### src/rtl/core/dtc_pkg.sv
// ----------------------------------------------------------------------------
// dtc_pkg
// Shared types and constants for the debounced tap classifier: register
// indexes, register reset values and the configuration bundle.
// ----------------------------------------------------------------------------
package dtc_pkg;

  // configuration port geometry
  localparam int CFG_W     = 16;
  localparam int CFG_IDX_W = 2;

  // register indexes
  localparam logic [CFG_IDX_W-1:0] REG_DEBOUNCE_MS      = 2'd0;
  localparam logic [CFG_IDX_W-1:0] REG_LONG_TAP_MS      = 2'd1;
  localparam logic [CFG_IDX_W-1:0] REG_COMBINED_SOURCES = 2'd2;
  localparam logic [CFG_IDX_W-1:0] REG_EXT_PIN_ENABLED  = 2'd3;

  // register reset values
  localparam logic [CFG_W-1:0] DEBOUNCE_MS_RST = 16'd50;
  localparam logic [CFG_W-1:0] LONG_TAP_MS_RST = 16'd1000;

  // reported seconds field
  localparam int              SECS_W   = 16;
  localparam logic [SECS_W-1:0] SECS_MAX = '1;

  typedef struct packed {
    logic [CFG_W-1:0] debounce_ms;
    logic [CFG_W-1:0] long_tap_ms;
    logic             combined_sources;
    logic             ext_pin_enabled;
  } cfg_t;

endpackage

### src/rtl/core/dtc_core.sv
// ----------------------------------------------------------------------------
// dtc_core
// Tick state: debounce counter, press timer, sticky tap flags, seconds
// counter and coordinate latch. Result is formed combinationally from the
// current state and one registered tick; state updates on step.
// ----------------------------------------------------------------------------
module dtc_core
  import dtc_pkg::*;
#(
  parameter int TIMER_WIDTH      = 16,
  parameter int COORD_WIDTH      = 12,
  parameter int TICKS_PER_SECOND = 1000
) (
  input  logic                   clk,
  input  logic                   rst_n,
  input  logic                   step,
  input  cfg_t                   cfg,
  input  logic                   pin_level,
  input  logic                   screen_touched,
  input  logic [COORD_WIDTH-1:0] touch_x,
  input  logic [COORD_WIDTH-1:0] touch_y,
  input  logic                   boot_level,
  input  logic                   clear_short,
  input  logic                   clear_long,
  output logic                   res_touched,
  output logic                   res_short_tap,
  output logic                   res_long_tap,
  output logic [SECS_W-1:0]      res_secs,
  output logic [COORD_WIDTH-1:0] res_point_x,
  output logic [COORD_WIDTH-1:0] res_point_y
);

  localparam int MS_W  = (TICKS_PER_SECOND > 1) ? $clog2(TICKS_PER_SECOND) : 1;
  localparam int CMP_W = (TIMER_WIDTH > CFG_W) ? TIMER_WIDTH : CFG_W;
  localparam logic [TIMER_WIDTH-1:0] TIMER_MAX = '1;
  localparam logic [MS_W:0]          MS_WRAP   = (MS_W+1)'(TICKS_PER_SECOND);

  logic                   prev_level_r, prev_level_nxt;
  logic                   deb_level_r, deb_level_nxt;
  logic [TIMER_WIDTH-1:0] stable_r, stable_nxt;
  logic [TIMER_WIDTH-1:0] press_r, press_nxt;
  logic                   short_r, short_nxt;
  logic                   long_r, long_nxt;
  logic                   tap_seen_r, tap_seen_nxt;
  logic [MS_W-1:0]        ms_r, ms_nxt;
  logic [TIMER_WIDTH-1:0] secs_r, secs_nxt;
  logic [COORD_WIDTH-1:0] x_r, x_nxt;
  logic [COORD_WIDTH-1:0] y_r, y_nxt;

  logic                   level;
  logic                   accept;
  logic [MS_W:0]          ms_inc;
  logic [CMP_W-1:0]       secs_wide;

  always_comb begin
    prev_level_nxt = prev_level_r;
    deb_level_nxt  = deb_level_r;
    stable_nxt     = stable_r;
    press_nxt      = press_r;
    short_nxt      = short_r;
    long_nxt       = long_r;
    tap_seen_nxt   = tap_seen_r;
    ms_nxt         = ms_r;
    secs_nxt       = secs_r;
    x_nxt          = x_r;
    y_nxt          = y_r;

    // seconds since last tap
    ms_inc = {1'b0, ms_r} + 1'b1;
    if (tap_seen_r) begin
      if (ms_inc >= MS_WRAP) begin
        ms_nxt = '0;
        if (secs_r != TIMER_MAX) secs_nxt = secs_r + 1'b1;
      end else begin
        ms_nxt = ms_inc[MS_W-1:0];
      end
    end

    if (deb_level_r && (press_r != TIMER_MAX)) press_nxt = press_r + 1'b1;

    // raw pressed level
    if (cfg.combined_sources) begin
      level = screen_touched | ~boot_level | (cfg.ext_pin_enabled & pin_level);
      if (screen_touched) begin
        x_nxt = touch_x;
        y_nxt = touch_y;
      end
    end else begin
      level = pin_level;
    end

    if (level != prev_level_r) stable_nxt = '0;
    else if (stable_r != TIMER_MAX) stable_nxt = stable_r + 1'b1;
    prev_level_nxt = level;

    accept = (CMP_W'(stable_nxt) > CMP_W'(cfg.debounce_ms)) && (level != deb_level_r);
    if (accept) begin
      deb_level_nxt = level;
      if (level) begin
        press_nxt = '0;
        short_nxt = 1'b0;
        long_nxt  = 1'b0;
      end else begin
        if (CMP_W'(press_nxt) < CMP_W'(cfg.long_tap_ms)) short_nxt = 1'b1;
        else long_nxt = 1'b1;
        tap_seen_nxt = 1'b1;
        ms_nxt       = '0;
        secs_nxt     = '0;
      end
    end

    // result: flags before this tick's clears
    secs_wide = tap_seen_nxt ? CMP_W'(secs_nxt) : '0;
    if (secs_wide > CMP_W'(SECS_MAX)) secs_wide = CMP_W'(SECS_MAX);
  end

  assign res_touched   = deb_level_nxt;
  assign res_short_tap = short_nxt;
  assign res_long_tap  = long_nxt;
  assign res_secs      = secs_wide[SECS_W-1:0];
  assign res_point_x   = x_nxt;
  assign res_point_y   = y_nxt;

  always_ff @(posedge clk) begin
    if (!rst_n) begin
      prev_level_r <= 1'b0;
      deb_level_r  <= 1'b0;
      stable_r     <= '0;
      press_r      <= '0;
      short_r      <= 1'b0;
      long_r       <= 1'b0;
      tap_seen_r   <= 1'b0;
      ms_r         <= '0;
      secs_r       <= '0;
      x_r          <= '0;
      y_r          <= '0;
    end else if (step) begin
      prev_level_r <= prev_level_nxt;
      deb_level_r  <= deb_level_nxt;
      stable_r     <= stable_nxt;
      press_r      <= press_nxt;
      short_r      <= short_nxt & ~clear_short;
      long_r       <= long_nxt & ~clear_long;
      tap_seen_r   <= tap_seen_nxt;
      ms_r         <= ms_nxt;
      secs_r       <= secs_nxt;
      x_r          <= x_nxt;
      y_r          <= y_nxt;
    end
  end

  // a press clears both flags and a release sets exactly one
  a_flags_exclusive: assert property (@(posedge clk) disable iff (!rst_n)
    !(short_r && long_r))
    else $error("short and long tap flags both set");

  // seconds only run once a tap has been seen
  a_secs_after_tap: assert property (@(posedge clk) disable iff (!rst_n)
    !tap_seen_r |-> (secs_r == '0) && (ms_r == '0))
    else $error("seconds counter running before first tap");

  // a rising debounced level always starts a fresh press
  a_press_restart: assert property (@(posedge clk) disable iff (!rst_n)
    step && accept && level |=> (press_r == '0) && !short_r && !long_r)
    else $error("press acceptance did not restart press state");

endmodule

### src/rtl/core/debounced_tap_classifier.sv
// ----------------------------------------------------------------------------
// debounced_tap_classifier
// Millisecond-tick button/touch debouncer with short/long tap detection.
// ----------------------------------------------------------------------------
// Each input transaction is one millisecond tick of sampled levels; every
// tick produces exactly one result transaction. The block takes one
// transaction per clock while in_stall is low. The tick is captured in the
// input register at acceptance and its result is loaded into the result
// register when that register is empty or draining; the result is then
// held there while out_stall is high. The state update between the two
// registers is a single pass of counter increments and compares, so nothing
// limits the rate but the result channel's stall. Configuration is a plain
// write port (cfg_wr_en, cfg_index, cfg_wdata) and must only be written while
// no tick is in flight.
// ----------------------------------------------------------------------------
module debounced_tap_classifier
  import dtc_pkg::*;
#(
  parameter int TIMER_WIDTH      = 16,
  parameter int COORD_WIDTH      = 12,
  parameter int TICKS_PER_SECOND = 1000
) (
  input  logic                   clk,
  input  logic                   rst_n,

  // configuration
  input  logic                   cfg_wr_en,
  input  logic [CFG_IDX_W-1:0]   cfg_index,
  input  logic [CFG_W-1:0]       cfg_wdata,

  // tick input
  input  logic                   in_valid,
  output logic                   in_stall,
  input  logic                   in_pin_level,
  input  logic                   in_screen_touched,
  input  logic [COORD_WIDTH-1:0] in_touch_x,
  input  logic [COORD_WIDTH-1:0] in_touch_y,
  input  logic                   in_boot_level,
  input  logic                   in_clear_short,
  input  logic                   in_clear_long,

  // result
  output logic                   out_valid,
  input  logic                   out_stall,
  output logic                   out_touched,
  output logic                   out_short_tap,
  output logic                   out_long_tap,
  output logic [SECS_W-1:0]      out_secs_since_tap,
  output logic [COORD_WIDTH-1:0] out_point_x,
  output logic [COORD_WIDTH-1:0] out_point_y
);

  // configuration registers
  cfg_t cfg_r;

  always_ff @(posedge clk) begin
    if (!rst_n) begin
      cfg_r.debounce_ms      <= DEBOUNCE_MS_RST;
      cfg_r.long_tap_ms      <= LONG_TAP_MS_RST;
      cfg_r.combined_sources <= 1'b0;
      cfg_r.ext_pin_enabled  <= 1'b0;
    end else if (cfg_wr_en) begin
      unique case (cfg_index)
        REG_DEBOUNCE_MS:      cfg_r.debounce_ms      <= cfg_wdata;
        REG_LONG_TAP_MS:      cfg_r.long_tap_ms      <= cfg_wdata;
        REG_COMBINED_SOURCES: cfg_r.combined_sources <= cfg_wdata[0];
        REG_EXT_PIN_ENABLED:  cfg_r.ext_pin_enabled  <= cfg_wdata[0];
        default: ;
      endcase
    end
  end

  // input register stage
  logic                   s1_valid_r;
  logic                   s1_pin_r, s1_scr_r, s1_boot_r, s1_clr_s_r, s1_clr_l_r;
  logic [COORD_WIDTH-1:0] s1_x_r, s1_y_r;
  logic                   in_take;
  logic                   step;

  // s1 moves on whenever the result register is empty or draining
  assign step     = s1_valid_r && (!out_valid || !out_stall);
  // stall only when both stages hold a transaction and the sink holds off
  assign in_stall = s1_valid_r && out_valid && out_stall;
  assign in_take  = in_valid && !in_stall;

  always_ff @(posedge clk) begin
    if (!rst_n) begin
      s1_valid_r <= 1'b0;
    end else begin
      s1_valid_r <= in_take || (s1_valid_r && !step);
    end
  end

  always_ff @(posedge clk) begin
    if (in_take) begin
      s1_pin_r   <= in_pin_level;
      s1_scr_r   <= in_screen_touched;
      s1_x_r     <= in_touch_x;
      s1_y_r     <= in_touch_y;
      s1_boot_r  <= in_boot_level;
      s1_clr_s_r <= in_clear_short;
      s1_clr_l_r <= in_clear_long;
    end
  end

  // tick state and result logic
  logic                   res_touched, res_short, res_long;
  logic [SECS_W-1:0]      res_secs;
  logic [COORD_WIDTH-1:0] res_x, res_y;

  dtc_core #(
    .TIMER_WIDTH      (TIMER_WIDTH),
    .COORD_WIDTH      (COORD_WIDTH),
    .TICKS_PER_SECOND (TICKS_PER_SECOND)
  ) u_core (
    .clk            (clk),
    .rst_n          (rst_n),
    .step           (step),
    .cfg            (cfg_r),
    .pin_level      (s1_pin_r),
    .screen_touched (s1_scr_r),
    .touch_x        (s1_x_r),
    .touch_y        (s1_y_r),
    .boot_level     (s1_boot_r),
    .clear_short    (s1_clr_s_r),
    .clear_long     (s1_clr_l_r),
    .res_touched    (res_touched),
    .res_short_tap  (res_short),
    .res_long_tap   (res_long),
    .res_secs       (res_secs),
    .res_point_x    (res_x),
    .res_point_y    (res_y)
  );

  // result register
  logic                   out_valid_r;
  logic                   out_touched_r, out_short_r, out_long_r;
  logic [SECS_W-1:0]      out_secs_r;
  logic [COORD_WIDTH-1:0] out_x_r, out_y_r;

  always_ff @(posedge clk) begin
    if (!rst_n) begin
      out_valid_r <= 1'b0;
    end else begin
      out_valid_r <= step || (out_valid_r && out_stall);
    end
  end

  always_ff @(posedge clk) begin
    if (step) begin
      out_touched_r <= res_touched;
      out_short_r   <= res_short;
      out_long_r    <= res_long;
      out_secs_r    <= res_secs;
      out_x_r       <= res_x;
      out_y_r       <= res_y;
    end
  end

  assign out_valid          = out_valid_r;
  assign out_touched        = out_touched_r;
  assign out_short_tap      = out_short_r;
  assign out_long_tap       = out_long_r;
  assign out_secs_since_tap = out_secs_r;
  assign out_point_x        = out_x_r;
  assign out_point_y        = out_y_r;

  // a tick moved out of s1 always lands in the result register
  a_step_fills_out: assert property (@(posedge clk) disable iff (!rst_n)
    step |=> out_valid_r)
    else $error("stepped transaction lost before result register");

  // the input only stalls when both stages are occupied
  a_stall_only_full: assert property (@(posedge clk) disable iff (!rst_n)
    in_stall |-> s1_valid_r && out_valid_r)
    else $error("input stalled with a free stage");

  // a result never reports both tap kinds
  a_out_flags_excl: assert property (@(posedge clk) disable iff (!rst_n)
    out_valid_r |-> !(out_short_r && out_long_r))
    else $error("result reports short and long tap together");

endmodule
### config.mk
export PLATFORM = sky130hd
export DESIGN_NAME = debounced_tap_classifier
export DESIGN_NICKNAME = d
export VERILOG_FILES = /design/src/rtl/core/dtc_pkg.sv /design/src/rtl/core/dtc_core.sv /design/src/rtl/core/debounced_tap_classifier.sv
export SDC_FILE = /design/constraint.sdc
export NUM_CORES = 1
export LEC_CHECK = 0
export ABC_AREA = 1
export BUFFER_PORTS_ARGS = -buffer_cell sky130_fd_sc_hd__buf_2
export CORE_MARGIN = 1
export CORE_UTILIZATION = 30
export CTS_BUF_LIST = sky130_fd_sc_hd__clkbuf_4 sky130_fd_sc_hd__clkbuf_8 sky130_fd_sc_hd__clkbuf_16
export DETAILED_ROUTE_END_ITERATION = 6
export GPL_TIMING_DRIVEN = 0
export HOLD_SLACK_MARGIN = 0.12
export PLACE_DENSITY = 0.43
export SYNTH_ARGS = -nofsm -noshare
export SYNTH_HDL_FRONTEND = slang
export SYNTH_SLANG_ARGS = --single-unit
### constraint.sdc
create_clock -name clk -period 3.8 [get_ports clk]
set_clock_uncertainty 0.1 [all_clocks]
set_input_delay 0.38 -clock clk [delete_from_list [all_inputs] [get_ports clk]]
set_output_delay 0.38 -clock clk [all_outputs]
set_load 0.03 [all_outputs]
==> results of run 1 <==
-- worst max-delay path: stages (launching register included) --
cell,delay (ns)
dfxtp_1,0.39
inv_1,0.15
nor3_4,0.21
nand3_2,0.15
nor2_4,0.16
buf_4,0.13
nand2_1,0.06
o21ai_0,0.15
nand3_1,0.10
nand2_2,0.08
inv_1,0.05
ha_1,0.26
nand2_1,0.04
inv_1,0.10
nand3_2,0.10
nor3_4,0.23
nand2_1,0.10
nand4_1,0.07
buf_4,0.15
nand3b_1,0.11
buf_4,0.18
o2111ai_1,0.19
inv_1,0.10
-- how the worst max path moves through the flow --
stage | from | end | slack [ns] | cells after the start
floorplan | s1_scr_r$_DFFE_PP_ | u_core.press_r[3]$_SDFFE_PN0P_ | 0.58 | 22
global placement | out_stall | out_secs_since_tap[10]$_DFFE_PP_ | -0.94 | 6
detailed placement | s1_scr_r$_DFFE_PP_ | u_core.ms_r[5]$_SDFFE_PN0P_ | -0.70 | 20
CTS | u_core.stable_r[4]$_SDFFE_PN0P_ | out_secs_since_tap[5]$_DFFE_PP_ | 0.02 | 21
global route | u_core.stable_r[0]$_SDFFE_PN0P_ | u_core.deb_level_r$_SDFFE_PN0P_ | -0.12 | 24
finish | u_core.stable_r[3]$_SDFFE_PN0P_ | out_secs_since_tap[6]$_DFFE_PP_ | 0.16 | 22
-- timing repair --
action                                 CTS  global route
resized for setup                       13            38
setup endpoints to repair               65            65
hold buffers                            41             0
endpoints found under the hold margin   41             0
pin swaps                                0             8
buffers inserted                         3            11
-- area by class of cell --
class	instances	area share (%)
Clock inverter	15	1.57
Sequential cell	195	38.8
Antenna cell	3	0.0628
Buffer	47	1.85
Tap cell	402	4.21
Inverter	177	5.60
Clock buffer	17	3.56
Multi-Input combinational cell	770	36.1
Timing Repair Buffer	151	8.33
-- synth_stat cells, drive strengths merged --
library cell	instances
o21ai	72
a21oi	127
or2	3
and3	1
o221a	1
buf	9
o2111ai	3
nand3b	4
inv	177
xnor2	9
dfxtp	123
nand4	10
a211oi	30
nor3	24
o31ai	1
edfxtp	72
ha	35
nand2	222
xor2	28
nor2	115
mux2	1
nor4	4
clkbuf	39
o21bai	1
nand3	60
o211ai	17
a31o	2
-- metal layers --
metal | wire length, microns | part of all wire, % | global-route usage [%]
met1 | 13200 | 50 | 22.2
met3 | 733 | 2.8 | 3.09
met2 | 12300 | 46 | 27.4
met5 | 10 | 0.038 | 0
met4 | 252 | 0.95 | 4.68
-- logic make-up (layout without fill, tap and decap cells) --
family                   count (synthesis)  in the layout  share of synthesized area [%]
AND/OR/NAND/NOR                        443            443                           20.2
AO/OA/AOI/OAI                          254            254                           14.9
buffers and inverters                  225            407                           9.00
flip-flops                             195            195                           47.9
XOR/XNOR                                37             37                           3.36
adder cells (fa/ha/maj)                 35             35                           4.53
multiplexers                             1              1                          0.117
other                                    0              3                              0
-- power breakdown --
group / internal [mW] / switching (mW)
Combinational: 0.206 / 0.386
Clock: 0.898 / 0.948
Sequential: 2.27 / 0.0447
Total: 3.38 / 1.38
-- stage by stage --
step           area (sq um)  TNS, ns  hold WS [ns]
5_1_grt               12000    -1.33         0.146
3_3_place_gp          10600   -73.42         0.341
3_5_place_dp          10600   -26.58         0.347
2_1_floorplan          9660        0         0.320
6_report              12000        0         0.150
4_1_cts               11700        0         0.122
-- flip-flops by register name, summed over array words and instances (netlist names), 10 cells and up --
register and cells:
s1_x_r 12, u_core.x_r 12, out_point_x 12, s1_y_r 12, out_secs_since_tap 16, u_core.y_r 12, u_core.press_r 16, cfg_r 34
u_core.secs_r 16, u_core.stable_r 16, out_point_y 12, u_core.ms_r 10
==> results.cfg, run 1 <==
[outcome]
status = completed

[global_routing]
grt.total_usage_pct = 16.6
grt_pass1_wl_microns = 42900
antenna_found_initial = 2
grt_pass1_vias = 7979
gr-total-overflow = 0
grt_max_degree = 53

[synthesis]
synth-seq-cells = 195
yosysSeqAreaShare_pct = 47.9
syn-num-nets = 1277
ys_warn_count = 0
synth.distinct_cells = 45
synth_top_area_share_pct = 25.5
syn_avg_cell_area_sq_um = 8.11
synthesis.area_sq_um = 9660
synth_area_leaders = dfxtp_1 (25%), edfxtp_1 (22%), nand2_1 (8.5%)
synthCells = 1190
synth_top_cell_by_area = dfxtp_1

[placement]
numPortBuffers = 96
pre_cts_ws_ns = -0.696
dp_hpwl_microns = 19100
place_inst = 1688
gp_congestion = 0.829

[clocking]
cts_tree = yes
ctsHtreeMaxLevel = 4
cts.sinks = 195
clock_latency_ns = 0.45
root_buffer = clkbuf_16
cts_buffers = 17
clkSlewWorstSetupHoldPaths_ns = 0.09
cts_max_path_buffers = 2

[detailed_routing]
drt_pass1_iterations = 5
vias = 8239
antenna_left = 0
routed_via_density = 4.64
routed_wl_microns = 26600
drc = 0
drt_iter0_drc = 371
wl_per_cell_microns = 15.0

[sta]
worst_pin_slew_ns = 1.22
fmax_mhz = 275
finalHoldViolCount = 0
min_period_over_period_pct = 95.7
report.final.slew_viol_count = 0
setup-violations-final = 0
setup_ws_ns = 0.165
grt_setup_unrepaired = true
fin_crit_ns = 3.64
slew_headroom_pct = 18.7

[cells_and_area]
final_cell_count_no_fill = 1777
final_common_cell = nand2_1
multi_input_area_sq_um = 4310
finalNetCount = 1446
synthToLayoutAreaGrowth_pct = 23.8
fill_cells = 3238
drive_above_1_share_pct = 16.0
regArea_sq_um = 4630
post-route-util_pct = 37.8
final_cell_mix = nand2_1 (211), inv_1 (169), a21oi_1 (120)

[power]
peakVddDrop_mv = 0.305
total_power_mw = 4.76
power.density_nw_per_um2 = 398
p_leak_nw = 5.05

[hold_path]
hold-path-endpoint = cfg_r[0]$_SDFFE_PN0P_
hold_path_class = input pin to flop
min_path_cells = 3
hold_start = cfg_wr_en

[setup_path]
critPathArrivalTime_ns = 3.72
reg2reg_slack_ns = 0.16
end_kind = flop
cp_max_fo = 6
critical_path_class = flop to flop
ff2ff_path_depth = 22
worstReg2RegStart = u_core.stable_r[3]$_SDFFE_PN0P_
critPathRequiredTime_ns = 3.89
critPathLaunchType = flop
r2r-end = out_secs_since_tap[6]$_DFFE_PP_

[run]
maxCapViolCount = 0

[die]
fp.coreArea_sq_um = 31600
die_x_microns = 181
die_h_microns = 181
io_pins = 97
dieArea_sq_um = 32900
rows = 65
start_util_pct = 30.5
Power figures use the tool's default switching activity.
==> run 2, diff against run 1 <==
- clock period: 3.8 -> 3.9 ns (I/O delays scaled with it)
==> run 2 against run 1 <==
  * Wire length shrank 0.48%
  * First-iteration DRC count increased by 13%
  * Hold slack lost 0.0028 ns
  * Flip-flop and latch count is the same
  * Die area did not move
  * Cell count is essentially flat
  * Register-to-register slack improved by 0.07 ns
  * Global-route usage about the same
  * Design area fell by 0.37%
  * Largest cell class unchanged
==> results.cfg, run 2 (synthesized netlist as in run 1, its figures left out) <==
[outcome]
status = completed

[detailed_routing]
routed_wl_microns = 26400
wl_per_cell_microns = 14.9
drc = 0
antenna_left = 0
drt_iter0_drc = 419
vias = 8268
drt_pass1_iterations = 5
routed_via_density = 4.65

[hold_path]
hold_path_class = input pin to flop

[die]
start_util_pct = 30.5
die_h_microns = 181
dieArea_sq_um = 32900
rows = 65
die_x_microns = 181
fp.coreArea_sq_um = 31600
io_pins = 97

[clocking]
clkSlewWorstSetupHoldPaths_ns = 0.09
root_buffer = clkbuf_16
clock_latency_ns = 0.45
cts.sinks = 195
cts_max_path_buffers = 2
ctsHtreeMaxLevel = 4
cts_buffers = 17
cts_tree = yes

[sta]
slew_headroom_pct = 19.3
setup-violations-final = 0
fin_crit_ns = 3.67
finalHoldViolCount = 0
min_period_over_period_pct = 94.0
report.final.slew_viol_count = 0
worst_pin_slew_ns = 1.21
fin_setup_tns_ns = 0
fmax_mhz = 273

[setup_path]
critical_path_class = flop to flop
critPathArrivalTime_ns = 3.73
end_kind = flop
critPathLaunchType = flop
critPathRequiredTime_ns = 3.96
cp_max_fo = 6

[cells_and_area]
synthToLayoutAreaGrowth_pct = 23.3
final_common_cell = nand2_1
finalNetCount = 1446
largest_reg_flops = 34
final_cell_mix = nand2_1 (215), inv_1 (169), a21oi_1 (122)
fill_cells = 3245
drive_above_1_share_pct = 15.2
max_flop_register = cfg_r
post-route-util_pct = 37.7

[power]
p_sw_mw = 1.34
p_leak_nw = 5.05
seqPwrFrac_pct = 48.8
pwr-share-clk_pct = 38.8
pwr-share-comb_pct = 12.4
peakVddDrop_mv = 0.299
power.density_nw_per_um2 = 389
switching_share_pct = 29.0
intPower_mw = 3.29

[placement]
dp_hpwl_microns = 19100
gp_congestion = 0.829
numPortBuffers = 96

[run]
maxCapViolCount = 0

[global_routing]
grt_pass1_wl_microns = 42800
grt_max_degree = 53
gr-total-overflow = 0
antenna_found_initial = 3
grt_pass1_vias = 7961
grt.total_usage_pct = 16.6
==> run 2: changes by cell type in the layout (fill, tap and decap cells not counted), sizes merged <==
cell / before / now
buf: 119 / 120
clkinv: 10 / 9
diode: 3 / 4
dlygate4sd3: 41 / 40
inv: 182 / 183
==> run 2: worst paths after layout <==
path                                        start               endpoint  slack (ns)  depth (start not counted)
hold / removal                       cfg_index[0]  cfg_r[0]$_SDFFE_PN0P_        0.15                          3
setup / recovery  u_core.stable_r[0]$_SDFFE_PN0P_  out_touched$_DFFE_PP_        0.23                         22
hold reg to reg             cfg_r[0]$_SDFFE_PN0P_  cfg_r[0]$_SDFFE_PN0P_        0.35                          2
setup reg to reg  u_core.stable_r[0]$_SDFFE_PN0P_  out_touched$_DFFE_PP_        0.23                         22
==> run 2: worst max-delay path, stage by stage (launching register included) <==
cell and delay [ns]:
dfxtp_2 0.37, ha_1 0.19, inv_1 0.07, nor3_4 0.13, nand3_2 0.16, nor2_4 0.18
nand2_4 0.10, nand2_2 0.11, nor2_1 0.07, inv_1 0.09, nor2_1 0.05, xor2_1 0.14
nand2_1 0.09, inv_1 0.05, ha_1 0.28, a21oi_1 0.15, o21ai_0 0.09, nand4_1 0.08
nand4_1 0.09, buf_4 0.17, nand2_1 0.06, inv_1 0.06, o21ai_0 0.50
==> run 2: what timing repair did <==
| action | CTS | global route |
|---|---|---|
| hold endpoints to repair | 41 | 0 |
| gates resized for setup | 11 | 26 |
| pin swaps | 0 | 7 |
| hold buffers | 40 | 0 |
| setup endpoints to repair | 65 | 57 |
| buffers inserted | 1 | 13 |
==> run 2: routing by layer <==
metal / part of all wire, % / global-route usage, %
met4: 1.1 / 4.68
met2: 46 / 27.2
met3: 3.4 / 3.17
met5: 0.038 / 0
met1: 50 / 22.2
==> run 2: power by group through the flow <==
stage          sequential (mW)  combinational, mW  clock [mW]
6_report                  2.26              0.575        1.80
5_1_grt                   2.27              0.643        1.93
4_1_cts                   2.26              0.549        1.87
3_5_place_dp              2.30              0.503           0
3_3_place_gp              2.31              0.500           0
2_1_floorplan             2.34              0.286           0
==> run 2: area by class of cell <==
type	instances	area [sq um]	share of cell area [%]
Sequential cell	195	4630	38.9
Multi-Input combinational cell	770	4280	35.9
Timing Repair Buffer	150	986	8.28
Inverter	177	664	5.58
Tap cell	402	503	4.22
Clock buffer	17	425	3.57
Buffer	48	225	1.89
Clock inverter	15	188	1.58
Antenna cell	4	10.0	0.0840
==> run 2: through the flow <==
stage / worst slack, ns / area (sq um) / hold slack, ns / std cells / total power [mW]
after floorplan: 0.679 / 9660 / 0.320 / 1190 / 2.63
after global placement: -0.850 / 10600 / 0.341 / 1688 / 2.81
after detailed placement: -0.596 / 10600 / 0.347 / 1688 / 2.81
after CTS: 0.0137 / 11700 / 0.121 / 1761 / 4.68
after global routing: -0.0885 / 11900 / 0.145 / 1775 / 4.85
final: 0.233 / 11900 / 0.147 / 1778 / 4.63
==> run 3, diff against run 2 <==
- REMOVE_ABC_BUFFERS: default -> 1
==> run 3 against run 2 <==
  * Sequential share of layout area is 0.50 points higher
  * Die area stayed put
  * Cell count shrank 3.0%
  * Maximum frequency grew 3.2%
  * Flip-flop and latch count stayed put
  * Critical path type unchanged
==> results.cfg, run 3 (synthesized netlist as in run 1, its figures left out) <==
[sta]
min_period_over_period_pct = 91.1
setup-violations-final = 0
worst_pin_slew_ns = 1.23
report.final.slew_viol_count = 0
fin_setup_tns_ns = 0
slew_headroom_pct = 17.9
setup_ws_ns = 0.346
fin_crit_ns = 3.55
fmax_mhz = 281
finalHoldViolCount = 0

[placement]
numPortBuffers = 96
dp_hpwl_microns = 15400
place_inst = 1644
pre_cts_ws_ns = -0.780
gp_congestion = 0.833

[clocking]
cts.sinks = 195
cts_buffers = 17
clkSlewWorstSetupHoldPaths_ns = 0.08
cts_tree = yes
root_buffer = clkbuf_16
cts_max_path_buffers = 2
clock_latency_ns = 0.46
ctsHtreeMaxLevel = 4

[global_routing]
gr-total-overflow = 0
antenna_found_initial = 0
grt_max_degree = 60
grt_pass1_wl_microns = 38800
grt_pass1_vias = 7418
grt.total_usage_pct = 14.8

[outcome]
status = completed

[cells_and_area]
synthToLayoutAreaGrowth_pct = 21.8
final_cell_mix = nand2_1 (211), inv_1 (167), a21oi_1 (124)
drive_above_1_share_pct = 15.4
max_flop_register = cfg_r
diodes = 0
final_cell_count_no_fill = 1725
finalNetCount = 1397
largest_reg_flops = 34
final_common_cell = nand2_1

[setup_path]
cp_max_fo = 16
critPathLaunchType = flop
critical_path_class = flop to flop
critPathArrivalTime_ns = 3.79
end_kind = flop
critPathRequiredTime_ns = 4.13

[power]
peakVddDrop_mv = 0.313
power.density_nw_per_um2 = 393
p_leak_nw = 4.96

[detailed_routing]
vias = 7857
drt_pass1_iterations = 5
routed_via_density = 4.55
routed_wl_microns = 23400
drt_iter0_drc = 422
drc = 0
wl_per_cell_microns = 13.5
antenna_left = 0

[die]
rows = 65
start_util_pct = 30.5
dieArea_sq_um = 32900
fp.coreArea_sq_um = 31600
die_x_microns = 181
die_h_microns = 181
io_pins = 97

[hold_path]
hold_path_class = input pin to flop

[run]
maxCapViolCount = 0
## run 3: metal layers
layer | vias up | wire, microns | GRT usage (%)
met1 | 3538 | 11500 | 19.6
met2 | 110 | 10800 | 23.9
met3 | 25 | 682 | 2.95
met5 | - | 0 | 0
met4 | 0 | 439 | 5.39
li1 | 4184 | - | -
## run 3: area by class of cell
type | instances | area (sq um)
clock buffer | 18 | 433
clock inverter | 14 | 185
fill | 3272 | 19900
inverter | 177 | 674
multi-input combinational | 770 | 4280
sequential | 195 | 4630
tap | 402 | 503
timing repair buffer | 149 | 1050
## run 3: worst max-delay path, stage by stage, from the launching register on
cell	delay, ns
dfxtp_2	0.37
ha_1	0.20
inv_1	0.08
nor3_4	0.15
nand3_2	0.14
buf_4	0.16
nor2_1	0.10
and3_1	0.22
nor2_1	0.08
xor2_1	0.14
nand2_1	0.11
inv_1	0.06
ha_1	0.26
nand2_1	0.06
nor2_2	0.09
nand2_1	0.07
nand3_1	0.07
nand2_1	0.06
nand4_1	0.08
buf_4	0.14
nand2_1	0.05
inv_1	0.09
nand2_2	0.10
nand2_2	0.10
clkinvlp_4	0.09
buf_12	0.15
nand2_1	0.07
a21oi_1	0.05
## run 3: worst paths after layout
check / startpoint / endpoint / slack, ns / cells past startpoint
setup / recovery: u_core.stable_r[0]$_SDFFE_PN0P_ / u_core.press_r[11]$_SDFFE_PN0P_ / 0.35 / 27
hold / removal: cfg_wdata[13] / cfg_r[31]$_SDFFE_PN0P_ / 0.16 / 3
setup reg to reg: u_core.stable_r[0]$_SDFFE_PN0P_ / u_core.press_r[11]$_SDFFE_PN0P_ / 0.35 / 27
hold reg to reg: cfg_r[0]$_SDFFE_PN0P_ / cfg_r[0]$_SDFFE_PN0P_ / 0.35 / 2
## run 3: stage by stage
step           hold slack (ns)  util, %  cell area [sq um]  power (mW)
2_1_floorplan            0.320        -               9450        2.61
3_3_place_gp             0.343     33.0              10400        2.78
3_5_place_dp             0.347     33.3              10500        2.78
4_1_cts                  0.129     36.8              11600        4.69
5_1_grt                  0.156     37.2              11800        4.85
6_report                 0.158     37.2              11800        4.62
## run 3: timing repair
item | in CTS | in global routing
resized for setup | 7 | 20
buffers inserted | 3 | 6
pin swaps | 1 | 5
hold buffers | 40 | 0
endpoints found under the hold margin | 41 | 0
setup endpoints to repair | 65 | 47
## run 3: where the power goes
group / switching, mW / internal [mW]
Combinational: 0.345 / 0.193
Sequential: 0.0419 / 2.21
Clock: 0.938 / 0.885
Total: 1.33 / 3.29
